==> config.mk <==
export PLATFORM = sky130hd
export DESIGN_NAME = page_replacement_fifo_lru
export DESIGN_NICKNAME = d
export VERILOG_FILES = /design/src/sv/prfl_pkg.sv /design/src/sv/page_replacement_fifo_lru.sv
export SDC_FILE = /design/constraint.sdc
export NUM_CORES = 1
export LEC_CHECK = 0
export ABC_AREA = 0
export BUFFER_PORTS_ARGS = -buffer_cell sky130_fd_sc_hd__buf_2
export CORE_UTILIZATION = 44
export DETAILED_ROUTE_END_ITERATION = 10
export PLACE_DENSITY = 0.61
export SYNTH_ARGS = -nofsm -noshare
export SYNTH_HDL_FRONTEND = slang
export SYNTH_SLANG_ARGS = --single-unit
==> constraint.sdc <==
create_clock -name clk -period 4.95 [get_ports clk]
set_clock_uncertainty 0.1 [all_clocks]
set_input_delay 0.7425 -clock clk [delete_from_list [all_inputs] [get_ports clk]]
set_output_delay 0.7425 -clock clk [all_outputs]
set_load 0.01 [all_outputs]
==> src/sv/prfl_pkg.sv <==
// ----------------------------------------------------------------------------
// prfl_pkg
// Shared types and codes of the paging frame manager.
// ----------------------------------------------------------------------------
`default_nettype none
package prfl_pkg;

    // command codes
    localparam logic CMD_RECORD = 1'b0;
    localparam logic CMD_ACCESS = 1'b1;

    // result status codes
    localparam logic [2:0] ST_HIT      = 3'd0;
    localparam logic [2:0] ST_FAULT    = 3'd1;
    localparam logic [2:0] ST_EVICT    = 3'd2;
    localparam logic [2:0] ST_SEGFAULT = 3'd3;
    localparam logic [2:0] ST_BAD_PID  = 3'd4;
    localparam logic [2:0] ST_DEAD     = 3'd5;
    localparam logic [2:0] ST_RECORDED = 3'd6;

    // configuration register indexes
    localparam logic CFG_ALGORITHM = 1'b0;
    localparam logic CFG_PROC_CNT  = 1'b1;

    typedef struct packed {
        logic        command;
        logic [7:0]  pid;
        logic [15:0] address;
        logic [15:0] process_size;
    } prfl_in_t;

    typedef struct packed {
        logic [2:0]  status;
        logic [2:0]  frame;
        logic [3:0]  evict_pid;
        logic [3:0]  victim_page;
        logic [31:0] time_stamp;
    } prfl_out_t;

    typedef enum logic [2:0] {
        S_IDLE,
        S_DIV,
        S_SCAN,
        S_KILL,
        S_WRITE
    } prfl_state_t;

endpackage
`default_nettype wire

==> src/sv/page_replacement_fifo_lru.sv <==
// ----------------------------------------------------------------------------
// page_replacement_fifo_lru
// Demand-paging frame manager with FIFO or LRU replacement.
// ----------------------------------------------------------------------------
// Commands are taken when start is high and busy is low. A record command or
// a command with a bad pid gives its result on done in the next cycle and
// leaves busy low, so such a command can be taken every cycle. An access
// raises busy: its pid is checked as it is taken, S_DIV checks for a dead
// process and the size and forms the page number, S_SCAN scans the frame
// table (one read a cycle, reads registered), and S_WRITE writes the entry
// back on a miss or under LRU. The result shows on done in the cycle busy
// drops, and no new command is taken before then. An access of a dead
// process ends in S_DIV; a segfault sweeps the table in S_KILL to free the
// frames of the process. The result is valid only in the cycle done is high
// and cannot be held off.
`default_nettype none
module page_replacement_fifo_lru
    import prfl_pkg::*;
#(
    parameter int FRAME_CNT  = 7,
    parameter int PAGE_BYTES = 3000,
    parameter int MAX_PROCS  = 8,
    parameter int MAX_PAGES  = 16
)(
    input  wire logic      clk,
    input  wire logic      rst_n,
    input  wire logic      start,
    output logic           busy,
    input  wire prfl_in_t  in_item,
    output logic           done,
    output prfl_out_t      result,
    input  wire logic      cfg_we,
    input  wire logic      cfg_index,
    input  wire logic [3:0] cfg_data
);

    localparam int FW = (FRAME_CNT > 1) ? $clog2(FRAME_CNT) : 1;
    localparam int FC = $clog2(FRAME_CNT + 1);
    localparam int PW = (MAX_PROCS > 1) ? $clog2(MAX_PROCS) : 1;
    localparam int GW = (MAX_PAGES > 1) ? $clog2(MAX_PAGES) : 1;
    localparam logic [31:0] CAP32 = 32'(MAX_PAGES) * 32'(PAGE_BYTES);
    localparam logic [16:0] CAP = (CAP32 > 32'd65535) ? 17'h1_0000 : CAP32[16:0];

    // frame table entry kept in one memory
    typedef struct packed {
        logic [3:0]  owner;
        logic [GW-1:0] page;
        logic [31:0] load_t;
        logic [31:0] use_t;
    } fent_t;

    fent_t        fmem [FRAME_CNT];
    fent_t        frd_reg;
    logic [FRAME_CNT-1:0] fown_reg;   // owned bit per frame (reset as free)

    logic [15:0]  psize [MAX_PROCS];
    logic [MAX_PROCS-1:0] pdead_reg;
    logic [MAX_PROCS-1:0] pvalid_reg;

    logic         alg_reg;
    logic [3:0]   pcnt_reg;
    logic [31:0]  time_reg, time_next;

    prfl_state_t  state_reg, state_next;
    prfl_in_t     item_reg;
    logic [31:0]  now_reg;
    logic [GW-1:0] page_reg;
    logic [FC-1:0] idx_reg;      // frame being read
    logic         rd_v_reg;      // frd_reg holds a valid read
    logic [FW-1:0] rd_f_reg;
    logic         hit_reg, free_reg;
    logic [FW-1:0] hit_f_reg, free_f_reg, vic_f_reg;
    logic [31:0]  hit_ld_reg;
    logic [31:0]  best_reg;
    logic [3:0]   vpid_reg;
    logic [GW-1:0] vpage_reg;
    logic [15:0]  psz_reg;

    logic [3:0]   live;
    logic         pid_ok;
    logic [PW-1:0] pidx;
    logic [15:0]  psz_cur;
    logic [GW-1:0] page_calc;
    logic         done_next;

    logic         fm_re, fm_we;
    logic [FW-1:0] fm_raddr, fm_waddr;
    fent_t        fm_wdata;
    logic         ps_we;
    logic [PW-1:0] ps_addr;
    logic [15:0]  ps_wdata;

    assign live    = (pcnt_reg > 4'(MAX_PROCS)) ? 4'(MAX_PROCS) : pcnt_reg;
    assign pid_ok  = (in_item.pid != 8'd0) && (in_item.pid <= {4'd0, live});
    assign pidx    = PW'(item_reg.pid - 8'd1);
    assign psz_cur = pvalid_reg[pidx] ? psz_reg : 16'd0;
    assign busy    = (state_reg != S_IDLE);

    // page number by compare against page boundaries
    always_comb
    begin
        page_calc = '0;
        for (int k = 1; k < MAX_PAGES; k++)
        begin
            if (32'(item_reg.address) >= 32'(k) * 32'(PAGE_BYTES))
                page_calc = GW'(k);
        end
    end

    // frame table port controls
    assign fm_re    = (state_reg == S_SCAN || state_reg == S_KILL) &&
                      (32'(idx_reg) < 32'(FRAME_CNT));
    assign fm_raddr = FW'(idx_reg);
    assign fm_waddr = hit_reg ? hit_f_reg : (free_reg ? free_f_reg : vic_f_reg);
    assign fm_we    = (state_reg == S_WRITE) && (!hit_reg || alg_reg);
    assign fm_wdata = '{owner: item_reg.pid[3:0], page: page_reg,
                        load_t: hit_reg ? hit_ld_reg : now_reg, use_t: now_reg};

    // process size port controls
    assign ps_addr  = PW'(in_item.pid - 8'd1);
    assign ps_we    = (state_reg == S_IDLE) && start && pid_ok &&
                      (in_item.command == CMD_RECORD);
    assign ps_wdata = ({1'b0, in_item.process_size} > CAP) ? CAP[15:0]
                                                           : in_item.process_size;

    // frame table memory
    always_ff @(posedge clk)
    begin
        if (fm_we)
            fmem[fm_waddr] <= fm_wdata;
        if (fm_re)
            frd_reg <= fmem[fm_raddr];
    end

    // process size memory
    always_ff @(posedge clk)
    begin
        if (ps_we)
            psize[ps_addr] <= ps_wdata;
        if (state_reg == S_IDLE && start)
            psz_reg <= psize[ps_addr];
    end

    // configuration writes
    always_ff @(posedge clk or negedge rst_n)
    begin
        if (!rst_n)
        begin
            alg_reg  <= 1'b0;
            pcnt_reg <= 4'd0;
        end
        else if (cfg_we)
        begin
            unique case (cfg_index)
                CFG_ALGORITHM: alg_reg  <= cfg_data[0];
                CFG_PROC_CNT:  pcnt_reg <= cfg_data;
                default:       ;
            endcase
        end
    end

    // next state
    always_comb
    begin
        state_next = state_reg;
        unique case (state_reg)
            S_IDLE:  if (start && pid_ok && in_item.command == CMD_ACCESS)
                         state_next = S_DIV;
            S_DIV:   if (pdead_reg[pidx])
                         state_next = S_IDLE;
                     else if (item_reg.address >= psz_cur)
                         state_next = S_KILL;
                     else
                         state_next = S_SCAN;
            S_SCAN:  if (rd_v_reg && 32'(rd_f_reg) == 32'(FRAME_CNT - 1))
                         state_next = S_WRITE;
            S_KILL:  if (32'(idx_reg) == 32'(FRAME_CNT))
                         state_next = S_IDLE;
            S_WRITE: state_next = S_IDLE;
            default: state_next = S_IDLE;
        endcase
    end

    // result strobe
    always_comb
    begin
        done_next = 1'b0;
        unique case (state_reg)
            S_IDLE:  done_next = start && (!pid_ok || in_item.command == CMD_RECORD);
            S_DIV:   done_next = pdead_reg[pidx];
            S_SCAN:  done_next = 1'b0;
            S_KILL:  done_next = (32'(idx_reg) == 32'(FRAME_CNT));
            S_WRITE: done_next = 1'b1;
            default: done_next = 1'b0;
        endcase
    end

    assign time_next = time_reg + 32'd1;

    // main datapath and result
    always_ff @(posedge clk or negedge rst_n)
    begin
        if (!rst_n)
        begin
            state_reg  <= S_IDLE;
            time_reg   <= 32'd0;
            fown_reg   <= '0;
            pdead_reg  <= '0;
            pvalid_reg <= '0;
            done       <= 1'b0;
            rd_v_reg   <= 1'b0;
        end
        else
        begin
            state_reg <= state_next;
            done      <= done_next;
            unique case (state_reg)
                S_IDLE:
                begin
                    if (start)
                    begin
                        item_reg <= in_item;
                        now_reg  <= time_reg;
                        result   <= '{status: (pid_ok && in_item.command == CMD_RECORD)
                                              ? ST_RECORDED : ST_BAD_PID,
                                      frame: 3'd0, evict_pid: 4'd0,
                                      victim_page: 4'd0, time_stamp: time_reg};
                        if (!pid_ok)
                        begin
                            if (in_item.command == CMD_ACCESS)
                                time_reg <= time_next;
                        end
                        else if (in_item.command == CMD_RECORD)
                        begin
                            pvalid_reg[ps_addr] <= 1'b1;
                            pdead_reg[ps_addr]  <= 1'b0;
                        end
                        else
                            time_reg <= time_next;
                    end
                end
                S_DIV:
                begin
                    // dead check, size check, page number
                    if (pdead_reg[pidx])
                        result.status <= ST_DEAD;
                    else if (item_reg.address >= psz_cur)
                    begin
                        pdead_reg[pidx] <= 1'b1;
                        idx_reg <= '0;
                    end
                    else
                    begin
                        page_reg <= page_calc;
                        idx_reg  <= '0;
                        rd_v_reg <= 1'b0;
                        hit_reg  <= 1'b0;
                        free_reg <= 1'b0;
                    end
                end
                S_SCAN:
                begin
                    // one frame read a cycle, compare the previous one
                    if (32'(idx_reg) < 32'(FRAME_CNT))
                    begin
                        rd_f_reg <= FW'(idx_reg);
                        rd_v_reg <= 1'b1;
                        idx_reg  <= idx_reg + FC'(1);
                    end
                    if (rd_v_reg)
                    begin
                        if (fown_reg[rd_f_reg])
                        begin
                            if (!hit_reg && frd_reg.owner == item_reg.pid[3:0] &&
                                frd_reg.page == page_reg)
                            begin
                                hit_reg    <= 1'b1;
                                hit_f_reg  <= rd_f_reg;
                                hit_ld_reg <= frd_reg.load_t;
                            end
                            if (rd_f_reg == '0 ||
                                (alg_reg ? frd_reg.use_t : frd_reg.load_t) < best_reg)
                            begin
                                best_reg  <= alg_reg ? frd_reg.use_t : frd_reg.load_t;
                                vic_f_reg <= rd_f_reg;
                                vpid_reg  <= frd_reg.owner;
                                vpage_reg <= frd_reg.page;
                            end
                        end
                        else if (!free_reg)
                        begin
                            free_reg   <= 1'b1;
                            free_f_reg <= rd_f_reg;
                        end
                    end
                end
                S_KILL:
                begin
                    // sweep frames and free those of the pid
                    if (32'(idx_reg) < 32'(FRAME_CNT))
                    begin
                        rd_f_reg <= FW'(idx_reg);
                        idx_reg  <= idx_reg + FC'(1);
                    end
                    if (idx_reg != '0 && frd_reg.owner == item_reg.pid[3:0])
                        fown_reg[rd_f_reg] <= 1'b0;
                    if (32'(idx_reg) == 32'(FRAME_CNT))
                        result.status <= ST_SEGFAULT;
                end
                S_WRITE:
                begin
                    if (hit_reg)
                    begin
                        result.status <= ST_HIT;
                        result.frame  <= 3'(hit_f_reg);
                    end
                    else
                    begin
                        fown_reg[fm_waddr] <= 1'b1;
                        result.frame <= 3'(fm_waddr);
                        if (free_reg)
                            result.status <= ST_FAULT;
                        else
                        begin
                            result.status      <= ST_EVICT;
                            result.evict_pid   <= vpid_reg;
                            result.victim_page <= 4'(vpage_reg);
                        end
                    end
                end
                default: ;
            endcase
        end
    end

endmodule
`default_nettype wire

=== After elaboration in Yosys (flattened, before gate mapping) ===
Memory sizes are Yosys's and may differ from the RTL's. A register that Yosys moved wholly into a read port is not among the register bits.
Cells that the tools add are included.

* Register bits after elaboration: 224
* RAM bits: 632
* Input port bits: 50
* Output and inout port bits: 48
* Logic and storage cells: 244
* Memories: 2

* $add $sub $neg: 4
* Order comparisons: 29
* Equal/unequal tests: 27
* Muxes and demuxes: 79
* Bitwise gates (word level): 13
* Reductions and logical operators: 59

{| class="wikitable"
|+ Memories
! memory !! depth !! width !! rd ports !! clocked after Yosys merged registers in !! wr ports !! RTL line !! RTL
|-
| fmem || 7 || 72 || 1 || 1 || 1 || page_replacement_fifo_lru.sv:52 || <nowiki>fent_t fmem [FRAME_CNT];</nowiki>
|-
| psize || 8 || 16 || 1 || 1 || 1 || page_replacement_fifo_lru.sv:56 || <nowiki>logic [15:0] psize [MAX_PROCS];</nowiki>
|}

{| class="wikitable"
|+ Operator list
! kind !! count
|-
| $ge A16 B15 Y1 const B || 5
|-
| $ge A16 B16 Y1 const B || 5
|-
| $mux W32 || 2
|-
| $mux W8 || 7
|-
| $ge A16 B14 Y1 const B || 3
|-
| $mux W46 || 1
|-
| $mux W3 || 15
|-
| $add A32 B1 Y32 const B || 1
|-
| $lt A32 B32 Y1 || 1
|-
| $mux W16 || 2
|-
| $reduce_and A5 Y1 || 5
|-
| $pmux W3 S4 || 2
|-
| $mux W1 || 22
|-
| $ne A2 B2 Y1 const B || 11
|-
| $pmux W11 S2 || 1
|-
| $logic_and A1 B1 Y1 || 18
|-
| $reduce_and A3 Y1 || 6
|-
| $ge A16 B12 Y1 const B || 1
|-
| $ge A16 B13 Y1 const B || 1
|-
| $ge A16 B16 Y1 || 1
|-
| $gt A16 B16 Y1 const B || 1
|-
| $lt A3 B4 Y1 const B || 4
|-
| $ne A2 B1 Y1 const B || 8
|-
| $or A8 B8 Y8 || 2
|-
| other kinds (41) || 86
|}

=== Longest topological paths before layout ===
Gate-level depths: netlist of the first run.

* Word-level depth: 15
* Depth in mapped cells: 15
* Gate-level depth less buffers: 13

=== Worst setup path after synthesis of the first run ===
OpenSTA, ideal clock, no wires.

* Path type: reg2reg
* From: register alg_reg
* To: register best_reg[0], enable pin
* Library setup time: 0.469 ns
* Data arrival time: 4.734 ns
* Data required time: 4.381 ns
* Path slack: -0.353 ns
* Cell stages (with the launch flop): 11
* Path buffers: 2
* Clock period less this slack: 5.303 ns
* Cells stage by stage: dfrtp_1 clkbuf_1 clkbuf_1 mux2_2 ha_1 a2111oi_0 o21ai_0 a311o_1 o211ai_1 nand4b_1 a31oi_1

* Word-level cells in the longest chain between the ends: 4

{| class="wikitable"
|+ RTL lines
! item !! RTL line !! RTL
|-
| from (decl) || page_replacement_fifo_lru.sv:60 || <nowiki>logic alg_reg;</nowiki>
|-
| from (signal assigned) || page_replacement_fifo_lru.sv:155 || <nowiki>CFG_ALGORITHM: alg_reg <= cfg_data[0];</nowiki>
|-
| $mux W32 || page_replacement_fifo_lru.sv:282 || <nowiki>(alg_reg ? frd_reg.use_t : frd_reg.load_t) < best_reg)</nowiki>
|-
| $lt A32 B32 Y1 || page_replacement_fifo_lru.sv:282 ||
|-
| $logic_or A1 B1 Y1 || page_replacement_fifo_lru.sv:281 || <nowiki>if (rd_f_reg == '0 ||</nowiki>
|-
| $reduce_and A5 Y1 (no line) || n/a ||
|-
| to (signal assigned) || page_replacement_fifo_lru.sv:284 || <nowiki>best_reg <= alg_reg ? frd_reg.use_t : frd_reg.load_t;</nowiki>
|-
| to (decl) || page_replacement_fifo_lru.sv:74 || <nowiki>logic [31:0] best_reg;</nowiki>
|}

Every way passes these cells.
A chain may end at the register's enable or synchronous reset.

=== Worst setup path after layout of the first run ===
* From: register item_reg, in the netlist fm_wdata[68]
* To: register page_reg[2], enable pin

* Word-level cells in the longest chain between the ends: 7
* Elaborated cells on any way between the ends: 10
* Classes of those cells: 1 x add/sub; 1 x order compare; 5 x mux; 2 x bitwise; 1 x reduce/logical

{| class="wikitable"
|+ RTL lines
! item !! RTL line !! RTL
|-
| from (decl) || page_replacement_fifo_lru.sv:65 || <nowiki>prfl_in_t item_reg;</nowiki>
|-
| from (signal assigned) || page_replacement_fifo_lru.sv:222 || <nowiki>item_reg <= in_item;</nowiki>
|-
| $sub A3 B1 Y3 (*) || page_replacement_fifo_lru.sv:95 || <nowiki>assign pidx = PW'(item_reg.pid - 8'd1);</nowiki>
|-
| $bmux W1 S3 || page_replacement_fifo_lru.sv:96 || <nowiki>assign psz_cur = pvalid_reg[pidx] ? psz_reg : 16'd0;</nowiki>
|-
| $mux W1 (not written as such) || page_replacement_fifo_lru.sv:96 ||
|-
| $mux W16 || page_replacement_fifo_lru.sv:96 ||
|-
| $ge A16 B16 Y1 || page_replacement_fifo_lru.sv:247 || <nowiki>else if (item_reg.address >= psz_cur)</nowiki>
|-
| $not A1 Y1 (no line) || n/a ||
|-
| $reduce_and A4 Y1 (no line) (*) || n/a ||
|-
| to (signal assigned) || page_replacement_fifo_lru.sv:254 || <nowiki>page_reg <= page_calc;</nowiki>
|-
| to (decl) || page_replacement_fifo_lru.sv:67 || <nowiki>logic [GW-1:0] page_reg;</nowiki>
|}

Mark *: on every way between the ends. The rest lies on a longest branch, timed or not. The select of a mux whose other input is x is not followed.

==> results.yml, run 1 <==
sta:
  hold_violations: 0
  slew_violations: 0
  fmax_mhz: 219
  post-route-period-util_pct: 92.4
  setup_viol: 0
  rsz0062_at_grt: "no"
  layout_min_cycle_time_ps: 4570
  worst_hold_slack_ps: 170
  maxSlewHeadroom_pct: 29.8
  setup-tns-final_ps: 0
  setup_slack_ps: 378
  worstMarginPinSlew_ps: 1050
finish:
  largest_reg_flops: 504
  finalInstanceArea_sq_um: 42700
  antennaDiodeCount: 0
  layout_commonest_cell: "edfxtp_1"
  syn2layout_area_growth_pct: 13.0
  fillers: 7038
  drive_gt1_share_pct: 22.4
  final_nets: 2414
  final_cell_mix: "879 x edfxtp_1, 152 x nand2_1, 141 x mux2_2, 100 x o21ai_0, 98 x clkbuf_16"
  post-route-util_pct: 50.1
pwr:
  switchingPower_uw: 4810
  internal-power_uw: 14500
  p_sw_share_pct: 24.9
  vdd_drop_max_mv: 0.299
  p_leak_uw: 0.0145
  comb_power_share_pct: 12.7
  power_density_nw_per_um2: 453
  clkPwrFrac_pct: 35.8
  p_seq_share_pct: 51.5
worst_setup_path:
  worstReg2RegStart: "fm_wdata[68]$_DFFE_PP_"
  worstPathRequired_ps: 5150
  critPathLaunchType: "flop"
  critPathSlowestCell: "ha_1"
  crit_chain: "buf_4 -> clkinv_1 -> ha_1 -> mux4_2 -> nand2_1 -> nand2_1 -> nand2_1 -> ha_1 -> a21o_1 -> a21o_1 -> a221o_1 -> a31oi_1 -> buf_4 -> nand3_1 -> nor2_1"
  slowest_delay_ps: 560
  critical-path-top-delay-family: "simple AND/OR/NAND/NOR gates"
  cp_num_buf_inv: 3
  critPathMaxFanout: 16
  worstPathArrival_ps: 4770
  end_kind: "flop"
  startpoint: "fm_wdata[68]$_DFFE_PP_"
  crit_top_cell: "nand2_1"
  path_class: "reg2reg"
global_routing:
  grt.overflow.total: 0
  grt_antenna_before_repair: 0
  grt_pass1_wl_microns: 123000
  grt_max_degree: 163
  grt_pass1_vias: 19900
  grt_usage_pct: 18.7
clock_tree:
  cts_tree: "yes"
  cts_sinks: 944
  cts_buffer_depth: 3
  htreeDepth: 3
  clk_latency_ps: 650
  cts_root_buf: "clkbuf_16"
  numCtsBuffers: 97
  clk_pin_slew_ps: 60
  ctsResizeCount: 0
drt:
  vias_per_cell: 5.52
  wirelength_microns: 80100
  drt_iter0_drc: 1500
  ant_nets: 0
  firstDrtPassIters: 5
  drc: 0
  wl_per_cell_microns: 22.7
  vias: 19500
floorplanning:
  start_util_pct: 44.4
  die_y_microns: 295
  ioPinCount: 98
  core_sq_um: 85100
  fp-row-count: 107
  dieArea_sq_um: 87100
  die-width_microns: 295
synth:
  yosysSeqAreaShare_pct: 74.1
  synth_cells: 2191
  synth.area.mux_share_pct: 10.9
  synth_edf_count: 879
  yosys_warnings: 0
  synthSimpleGateAreaFrac_pct: 5.21
  avgSynthCellArea_sq_um: 17.3
  yosys.area_share.adder_pct: 1.89
  synth_cell_type_count: 79
  async_reset_ff_share_pct: 6.89
  ys_ff_latch: 944
  synth_top_family_by_area: "multiplexers"
  synth_xor_xnor_area_share_pct: 0.996
  syn_area_sq_um: 37800
  synth.net_count: 2298
  synth_flop_cell: "edfxtp_1"
  synth_compound_area_share_pct: 4.74
run:
  maxCapViolCount: 0
place:
  pre_cts_slack_ps: 349
  dpl.hpwl_microns: 45900
  io_buffers: 97
  postPlaceCellArea_sq_um: 39600
  routabilityCongestion: 0.779
worst_hold_path:
  hp-start: "in_item[22]"
  hold_path.class: "in2reg"
status:
  status: "finished, final reports clean"
[synth_stat cells, types with 3 or more instances]
master / instances / share of area [%]
a2111oi_0: 4 / 0.093
a211oi_1: 3 / 0.060
a21o_1: 7 / 0.14
a21oi_1: 28 / 0.37
a221oi_1: 3 / 0.070
a22o_1: 3 / 0.070
a22oi_1: 64 / 1.3
a2bb2oi_1: 6 / 0.14
a31oi_1: 8 / 0.13
a32o_1: 4 / 0.11
and2_1: 22 / 0.36
and2_2: 3 / 0.060
and3_1: 5 / 0.083
and4_1: 3 / 0.070
buf_1: 15 / 0.15
buf_2: 7 / 0.093
buf_4: 32 / 0.64
clkbuf_1: 68 / 0.68
dfrtp_1: 65 / 4.3
edfxtp_1: 879 / 70
ha_1: 57 / 1.9
inv_1: 58 / 0.58
mux2_2: 141 / 4.2
mux2i_1: 78 / 2.1
mux4_2: 77 / 4.6
nand2_1: 152 / 1.5
nand2b_1: 17 / 0.28
nand3_1: 21 / 0.28
nand3b_1: 3 / 0.060
nand4_1: 37 / 0.61
nor2_1: 60 / 0.60
nor2_2: 3 / 0.050
nor2b_1: 8 / 0.13
nor3_1: 22 / 0.29
nor4_1: 9 / 0.15
o211ai_1: 3 / 0.060
o21a_1: 5 / 0.099
o21ai_0: 100 / 1.3
o32ai_1: 4 / 0.093
o41ai_1: 3 / 0.070
or2_2: 13 / 0.22
xnor2_1: 30 / 0.70
xor2_1: 13 / 0.30
[path summary, 6_finish.rpt]
check                           slack [ps]  cells past startpoint                   endpoint
worst max-delay path                   380                     15  page_reg[2]$_SDFFCE_PP1P_
worst min-delay path                   170                      1     item_reg[22]$_DFFE_PP_
worst max register to register         380                     15  page_reg[2]$_SDFFCE_PP1P_
worst min register to register         350                      0   hit_ld_reg[21]$_DFFE_PP_
max in group asynchronous             3250                      3    time_reg[8]$_DFFE_PN0P_
min in group asynchronous              540                      2    fown_reg[3]$_DFFE_PN0P_
[area by class of cell]
cell class	instances	area, sq um	area share (%)
tap	1144	1430	3.35
multi-input combinational	1064	9050	21.2
timing repair buffer	140	926	2.17
inverter	60	228	0.533
clock buffer	140	2650	6.21
clock inverter	39	390	0.914
sequential	944	28000	65.6
[per-layer routing]
layer | vias up | global-route usage (%) | routed length [microns]
li1 | 8788 | - | -
met1 | 10100 | 25.3 | 35200
met2 | 491 | 31.8 | 40100
met3 | 107 | 2.69 | 3420
met4 | 0 | 4.59 | 1390
met5 | - | 0 | 0
[metrics by stage]
stage          total power (uW)  cells
2_1_floorplan             11700   2191
3_3_place_gp              12500   3351
3_5_place_dp              12600   3351
4_1_cts                   19500   3531
5_1_grt                   20100   3531
6_report                  19300   3531
[what timing repair did]
action,4_1_cts,5_1_grt
setup buffers,0,0
endpoints found under the hold margin,32,0
setup endpoints to repair,0,0
hold buffers,1,0
[power groups by stage]
| stage | logic (uW) | clock network, uW | registers [uW] |
|---|---|---|---|
| after floorplan | 1830 | 0 | 9880 |
| after global placement | 2450 | 0 | 10100 |
| after detailed placement | 2500 | 0 | 10100 |
| after CTS | 2510 | 7090 | 9950 |
| after global routing | 2710 | 7380 | 10000 |
| final | 2450 | 6930 | 9940 |
[kinds of logic (layout without fill, tap and decap cells)]
| logic type | Yosys count | count (layout) |
|---|---|---|
| AOI/OAI and AO/OA | 272 | 272 |
| xor gates and xnor gates | 43 | 43 |
| adders and majority gates | 57 | 57 |
| buffers and inverters | 183 | 379 |
| DFF | 944 | 944 |
| muxes | 296 | 296 |
| and+or+nand+nor | 396 | 396 |
(Power assumes the default switching activity.)
==> inputs of run 2 (changes only) <==
--- a/config.mk
+++ b/config.mk
@@ -9,7 +9,7 @@
 export BUFFER_PORTS_ARGS = -buffer_cell sky130_fd_sc_hd__buf_2
 export CORE_UTILIZATION = 44
 export DETAILED_ROUTE_END_ITERATION = 10
-export PLACE_DENSITY = 0.61
+export PLACE_DENSITY = 0.59
 export SYNTH_ARGS = -nofsm -noshare
 export SYNTH_HDL_FRONTEND = slang
 export SYNTH_SLANG_ARGS = --single-unit
==> constraint.sdc (replaced) <==
create_clock -name clk -period 5.71 [get_ports clk]
set_clock_uncertainty 0.1 [all_clocks]
set_input_delay 0.8565 -clock clk [delete_from_list [all_inputs] [get_ports clk]]
set_output_delay 0.8565 -clock clk [all_outputs]
set_load 0.01 [all_outputs]
==> run 2 against run 1 <==
- total power shrank 13%
- global-route usage grew 0.34 points
- non-clock buffer count shrank 6
- first-iteration DRC count grew 7.2%
- register-to-register slack gained 330 ps
- critical path depth shrank 2
- sequential power shrank 13%
- combinational power shrank 13%
- critical path type unchanged
- largest cell class unchanged
- largest power group unchanged
- highest routed layer unchanged
==> results.yml, run 2 (synthesized netlist as in run 1, its figures left out) <==
status:
  status: "finished, final reports clean"
finish:
  finalNonFillerCells: 3525
  syn2layout_area_growth_pct: 13.1
  multi_input_area_sq_um: 9070
  final_nets: 2408
  post-route-util_pct: 50.2
  drive_gt1_share_pct: 22.5
  ff_latch_area_sq_um: 28000
  fillers: 7043
  layout_commonest_cell: "edfxtp_1"
  largest_reg_flops: 504
  final_cell_mix: "879 x edfxtp_1, 152 x nand2_1, 141 x mux2_2, 100 x o21ai_0, 100 x clkbuf_16"
  antennaDiodeCount: 0
worst_setup_path:
  cp_num_buf_inv: 1
  crit_top_cell: "nand2_1"
  critical-path-top-delay-family: "simple AND/OR/NAND/NOR gates"
  worstPathArrival_ps: 5180
  path_class: "reg2reg"
  worstPathRequired_ps: 5900
  critPathMaxFanout: 16
  startpoint: "fm_wdata[68]$_DFFE_PP_"
  crit_chain: "clkinv_1 -> ha_1 -> mux4_2 -> nand2_1 -> nand2_1 -> nand2_1 -> ha_1 -> a21o_1 -> a21o_1 -> a221o_1 -> a31oi_1 -> nand3_1 -> nor2_1"
  worstReg2RegStart: "fm_wdata[68]$_DFFE_PP_"
  slowest_delay_ps: 630
  critPathSlowestCell: "edfxtp_1"
  end_kind: "flop"
  critPathLaunchType: "flop"
run:
  maxCapViolCount: 0
sta:
  setup-tns-final_ps: 0
  hold_violations: 0
  worstMarginPinSlew_ps: 1050
  maxSlewHeadroom_pct: 29.9
  rsz0062_at_grt: "no"
  slew_violations: 0
  setup_slack_ps: 712
  setup_viol: 0
  layout_min_cycle_time_ps: 5000
  fmax_mhz: 200
  post-route-period-util_pct: 87.5
  worst_hold_slack_ps: 305
place:
  io_buffers: 97
  routabilityCongestion: 0.815
  pre_cts_slack_ps: 683
  place_inst: 3346
  dpl.hpwl_microns: 46700
clock_tree:
  cts_tree: "yes"
  numCtsBuffers: 97
  cts_root_buf: "clkbuf_16"
  cts_sinks: 944
  ctsResizeCount: 0
  clk_latency_ps: 650
  clk_pin_slew_ps: 60
  cts_hold_buf: 0
  cts_buffer_depth: 3
  htreeDepth: 3
  cts_setup_buffers: 0
global_routing:
  grt_max_degree: 96
  grt_usage_pct: 19.0
  grt.overflow.total: 0
  grt_antenna_before_repair: 0
  grt_pass1_vias: 20000
  grt_pass1_wl_microns: 124000
pwr:
  p_leak_uw: 0.0146
  vdd_drop_max_mv: 0.284
  power_density_nw_per_um2: 395
floorplanning:
  dieArea_sq_um: 87100
  start_util_pct: 44.4
  die_y_microns: 295
  fp-row-count: 107
  ioPinCount: 98
  die-width_microns: 295
  core_sq_um: 85100
drt:
  wirelength_microns: 81600
  drc: 0
  vias: 19400
  ant_nets: 0
  drt_iter0_drc: 1608
  firstDrtPassIters: 7
  wl_per_cell_microns: 23.1
  vias_per_cell: 5.52
worst_hold_path:
  hold_path.class: "in2reg"
  hp-start: "in_item[26]"
run 2: final cells by class:
cell class                      instances  area share [%]
Clock inverter                         48            1.03
Multi-Input combinational cell       1064            21.2
Sequential cell                       944            65.5
Inverter                               60           0.533
Tap cell                             1144            3.35
Timing Repair Buffer                  134            2.08
Clock buffer                          131            6.24
run 2: per-stage QoR:
step | cell area [sq um] | power [uW]
3_5_place_dp | 39600 | 10900
4_1_cts | 42800 | 17100
6_report | 42800 | 16900
3_3_place_gp | 39600 | 10900
5_1_grt | 42800 | 17600
2_1_floorplan | 37800 | 10200
run 2: worst paths after layout:
check,end,slack [ps],cells after the start
setup reg to reg,page_reg[1]$_SDFFCE_PP1P_,710,13
max in group asynchronous,alg_reg$_DFFE_PN0P_,4460,2
min in group asynchronous,fown_reg[1]$_DFFE_PN0P_,390,2
hold reg to reg,hit_ld_reg[8]$_DFFE_PP_,350,0
hold / removal,item_reg[26]$_DFFE_PP_,300,1
setup / recovery,page_reg[1]$_SDFFCE_PP1P_,710,13
run 2: where the power goes:
group          switching [uW]  total (uW)  internal, uW
registers                 382        8620          8230
logic                    1220        2130           915
clock network            2560        6160          3600
total                    4160       16900         12700
run 2: worst reg2reg max path: cells and delay by family (launching register included):
family          cells  cell delay (ps)
simple gates        5             1180
compound gates      4             1150
fa+ha+maj           2              850
flops               1              630
buf+inv             1              360
mux                 1              360
run 2: routing by layer:
layer / share of wire, % / up-vias / routed length (microns) / global-route usage, %
met1: 45 / 10100 / 36600 / 26.3
met4: 2.1 / 0 / 1720 / 4.66
met2: 49 / 457 / 40000 / 31.8
met3: 3.9 / 129 / 3210 / 2.73
met5: 0 / - / 0 / 0
li1: - / 8790 / - / -
==> inputs of run 3 (changes only) <==
--- a/config.mk
+++ b/config.mk
@@ -8,8 +8,10 @@
 export ABC_AREA = 0
 export BUFFER_PORTS_ARGS = -buffer_cell sky130_fd_sc_hd__buf_2
 export CORE_UTILIZATION = 44
+export CTS_BUF_LIST = sky130_fd_sc_hd__clkbuf_4 sky130_fd_sc_hd__clkbuf_8 sky130_fd_sc_hd__clkbuf_16
 export DETAILED_ROUTE_END_ITERATION = 10
 export PLACE_DENSITY = 0.59
+export SKIP_LAST_GASP = 1
 export SYNTH_ARGS = -nofsm -noshare
 export SYNTH_HDL_FRONTEND = slang
 export SYNTH_SLANG_ARGS = --single-unit
==> run 3 against run 2 <==
- cell area is 0.23% higher
- combinational power hardly changed
- via count is 0.22% lower
- sequential cell count stayed put
- maximum frequency is 0.13% higher
- first-iteration DRC count is 2.2% higher
- worst hold slack better by 1.8 ps
- count of clock-buffer cells in the layout stayed put
==> results.yml, run 3 (synthesized netlist as in run 1, its figures left out) <==
worst_hold_path:
  hold_path_end: "item_reg[26]$_DFFE_PP_"
  hp-start: "in_item[26]"
  hold_path.class: "in2reg"
  hold_depth: 1
sta:
  worstMarginPinSlew_ps: 1070
  setup_viol: 0
  maxSlewHeadroom_pct: 28.3
  fmax_mhz: 200
  post-route-period-util_pct: 87.4
  rsz0062_at_grt: "no"
  hold_violations: 0
  setup-tns-final_ps: 0
  slew_violations: 0
  layout_min_cycle_time_ps: 4990
floorplanning:
  core_sq_um: 85100
  start_util_pct: 44.4
  die_y_microns: 295
  fp-row-count: 107
  die-width_microns: 295
  ioPinCount: 98
  dieArea_sq_um: 87100
global_routing:
  grt_usage_pct: 19.0
  grt_util_met1_pct: 26.3
  grt_pass1_wl_microns: 124000
  grt.overflow.total: 0
  met3_usage_pct: 2.73
  grt_antenna_before_repair: 0
  grt_pass1_vias: 20000
  use_met2_pct: 31.8
  grt.busiest_layer: "met2"
  grt_max_degree: 96
worst_setup_path:
  critPathLaunchType: "flop"
  critPathSlowestCell: "edfxtp_1"
  critPathMaxFanout: 16
  worst-r2r-cell-count: 13
  slowest_delay_ps: 630
  worstPathRequired_ps: 5900
  crit_top_cell: "nand2_1"
  critical-path-top-delay-family: "simple AND/OR/NAND/NOR gates"
  worstPathArrival_ps: 5180
  end_kind: "flop"
  crit_chain: "clkinv_1 -> ha_1 -> mux4_2 -> nand2_1 -> nand2_1 -> nand2_1 -> ha_1 -> a21o_1 -> a21o_1 -> a221o_1 -> a31oi_1 -> nand3_1 -> nor2_1"
  reg2reg_slack_ps: 720
  cp_num_buf_inv: 1
  worstReg2RegEnd: "page_reg[1]$_SDFFCE_PP1P_"
  path_class: "reg2reg"
  worstReg2RegStart: "fm_wdata[68]$_DFFE_PP_"
clock_tree:
  numCtsBuffers: 97
  clk_pin_slew_ps: 60
  htreeDepth: 3
  cts_hold_buf: 0
  clk_latency_ps: 640
  cts_root_buf: "clkbuf_16"
  cts_sinks: 944
  ctsResizeCount: 0
  cts_setup_buffers: 0
  cts_tree: "yes"
  cts_buffer_depth: 3
finish:
  syn2layout_area_growth_pct: 13.4
  finalNonFillerCells: 3525
  antennaDiodeCount: 0
  finalInstanceArea_sq_um: 42900
  drive_gt1_share_pct: 23.6
  final_nets: 2408
  largest_reg_flops: 504
  final_cell_mix: "879 x edfxtp_1, 152 x nand2_1, 141 x mux2_2, 100 x o21ai_0, 100 x clkbuf_16"
  layout_commonest_cell: "edfxtp_1"
place:
  place_inst: 3346
  dpl.hpwl_microns: 46700
  routabilityCongestion: 0.815
  postPlaceCellArea_sq_um: 39600
  io_buffers: 97
pwr:
  power_density_nw_per_um2: 397
  p_leak_uw: 0.0147
  vdd_drop_max_mv: 0.284
drt:
  firstDrtPassIters: 5
  vias_per_cell: 5.51
  drc: 0
  ant_nets: 0
  wl_per_cell_microns: 23.2
  vias: 19400
  drt_iter0_drc: 1643
  wirelength_microns: 81600
run:
  maxCapViolCount: 0
status:
  status: "finished, final reports clean"
run 3: cell counts in the layout (fill, tap and decap cells not counted):
Identical to the previous run, type by type.
run 3: through the flow:
| stage | setup WS [ps] | hold slack (ps) | power [uW] | util (%) |
|---|---|---|---|---|
| 6_report | 719 | 307 | 17000 | 50.3 |
| 5_1_grt | 222 | 270 | 17700 | 50.3 |
| 4_1_cts | 657 | 265 | 17200 | 50.3 |
| 3_5_place_dp | 683 | 333 | 10900 | 46.6 |
| 3_3_place_gp | 896 | 333 | 10900 | 46.6 |
| 2_1_floorplan | 407 | 322 | 10200 | - |
run 3: cell type report:
type | count | area [sq um]
clock buffers | 131 | 2770
flip-flops and latches | 944 | 28000
well taps | 1144 | 1430
clock inverters | 48 | 442
repair buffers | 134 | 891
fillers | 7019 | 42300
inverters | 60 | 228
multi-input cells | 1064 | 9070
run 3: how the worst max path moves through the flow:
stage / to / startpoint / depth (start not counted) / slack, ps
6_report: page_reg[1]$_SDFFCE_PP1P_ / fm_wdata[68]$_DFFE_PP_ / 13 / 720
3_5_place_dp: page_reg[3]$_SDFFCE_PP1P_ / fm_wdata[68]$_DFFE_PP_ / 13 / 680
5_1_grt: page_reg[1]$_SDFFCE_PP1P_ / fm_wdata[68]$_DFFE_PP_ / 13 / 220
4_1_cts: page_reg[1]$_SDFFCE_PP1P_ / fm_wdata[68]$_DFFE_PP_ / 13 / 660
2_1_floorplan: best_reg[0]$_DFFE_PP_ / alg_reg$_DFFE_PN0P_ / 10 / 410
3_3_place_gp: page_reg[3]$_SDFFCE_PP1P_ / fm_wdata[68]$_DFFE_PP_ / 13 / 900
run 3: report_power, final:
group	leakage, uW	switching, uW	internal, uW
Combinational	0.00425	1210	915
Sequential	0.00882	380	8230
Clock	0.00161	2560	3720
run 3: layer usage:
layer / share of wire (%) / wire length (microns) / up-vias
li1: - / - / 8785
met1: 45 / 36700 / 10100
met2: 49 / 40100 / 446
met3: 3.8 / 3130 / 126
met4: 2.1 / 1670 / 0
met5: 0 / 0 / -
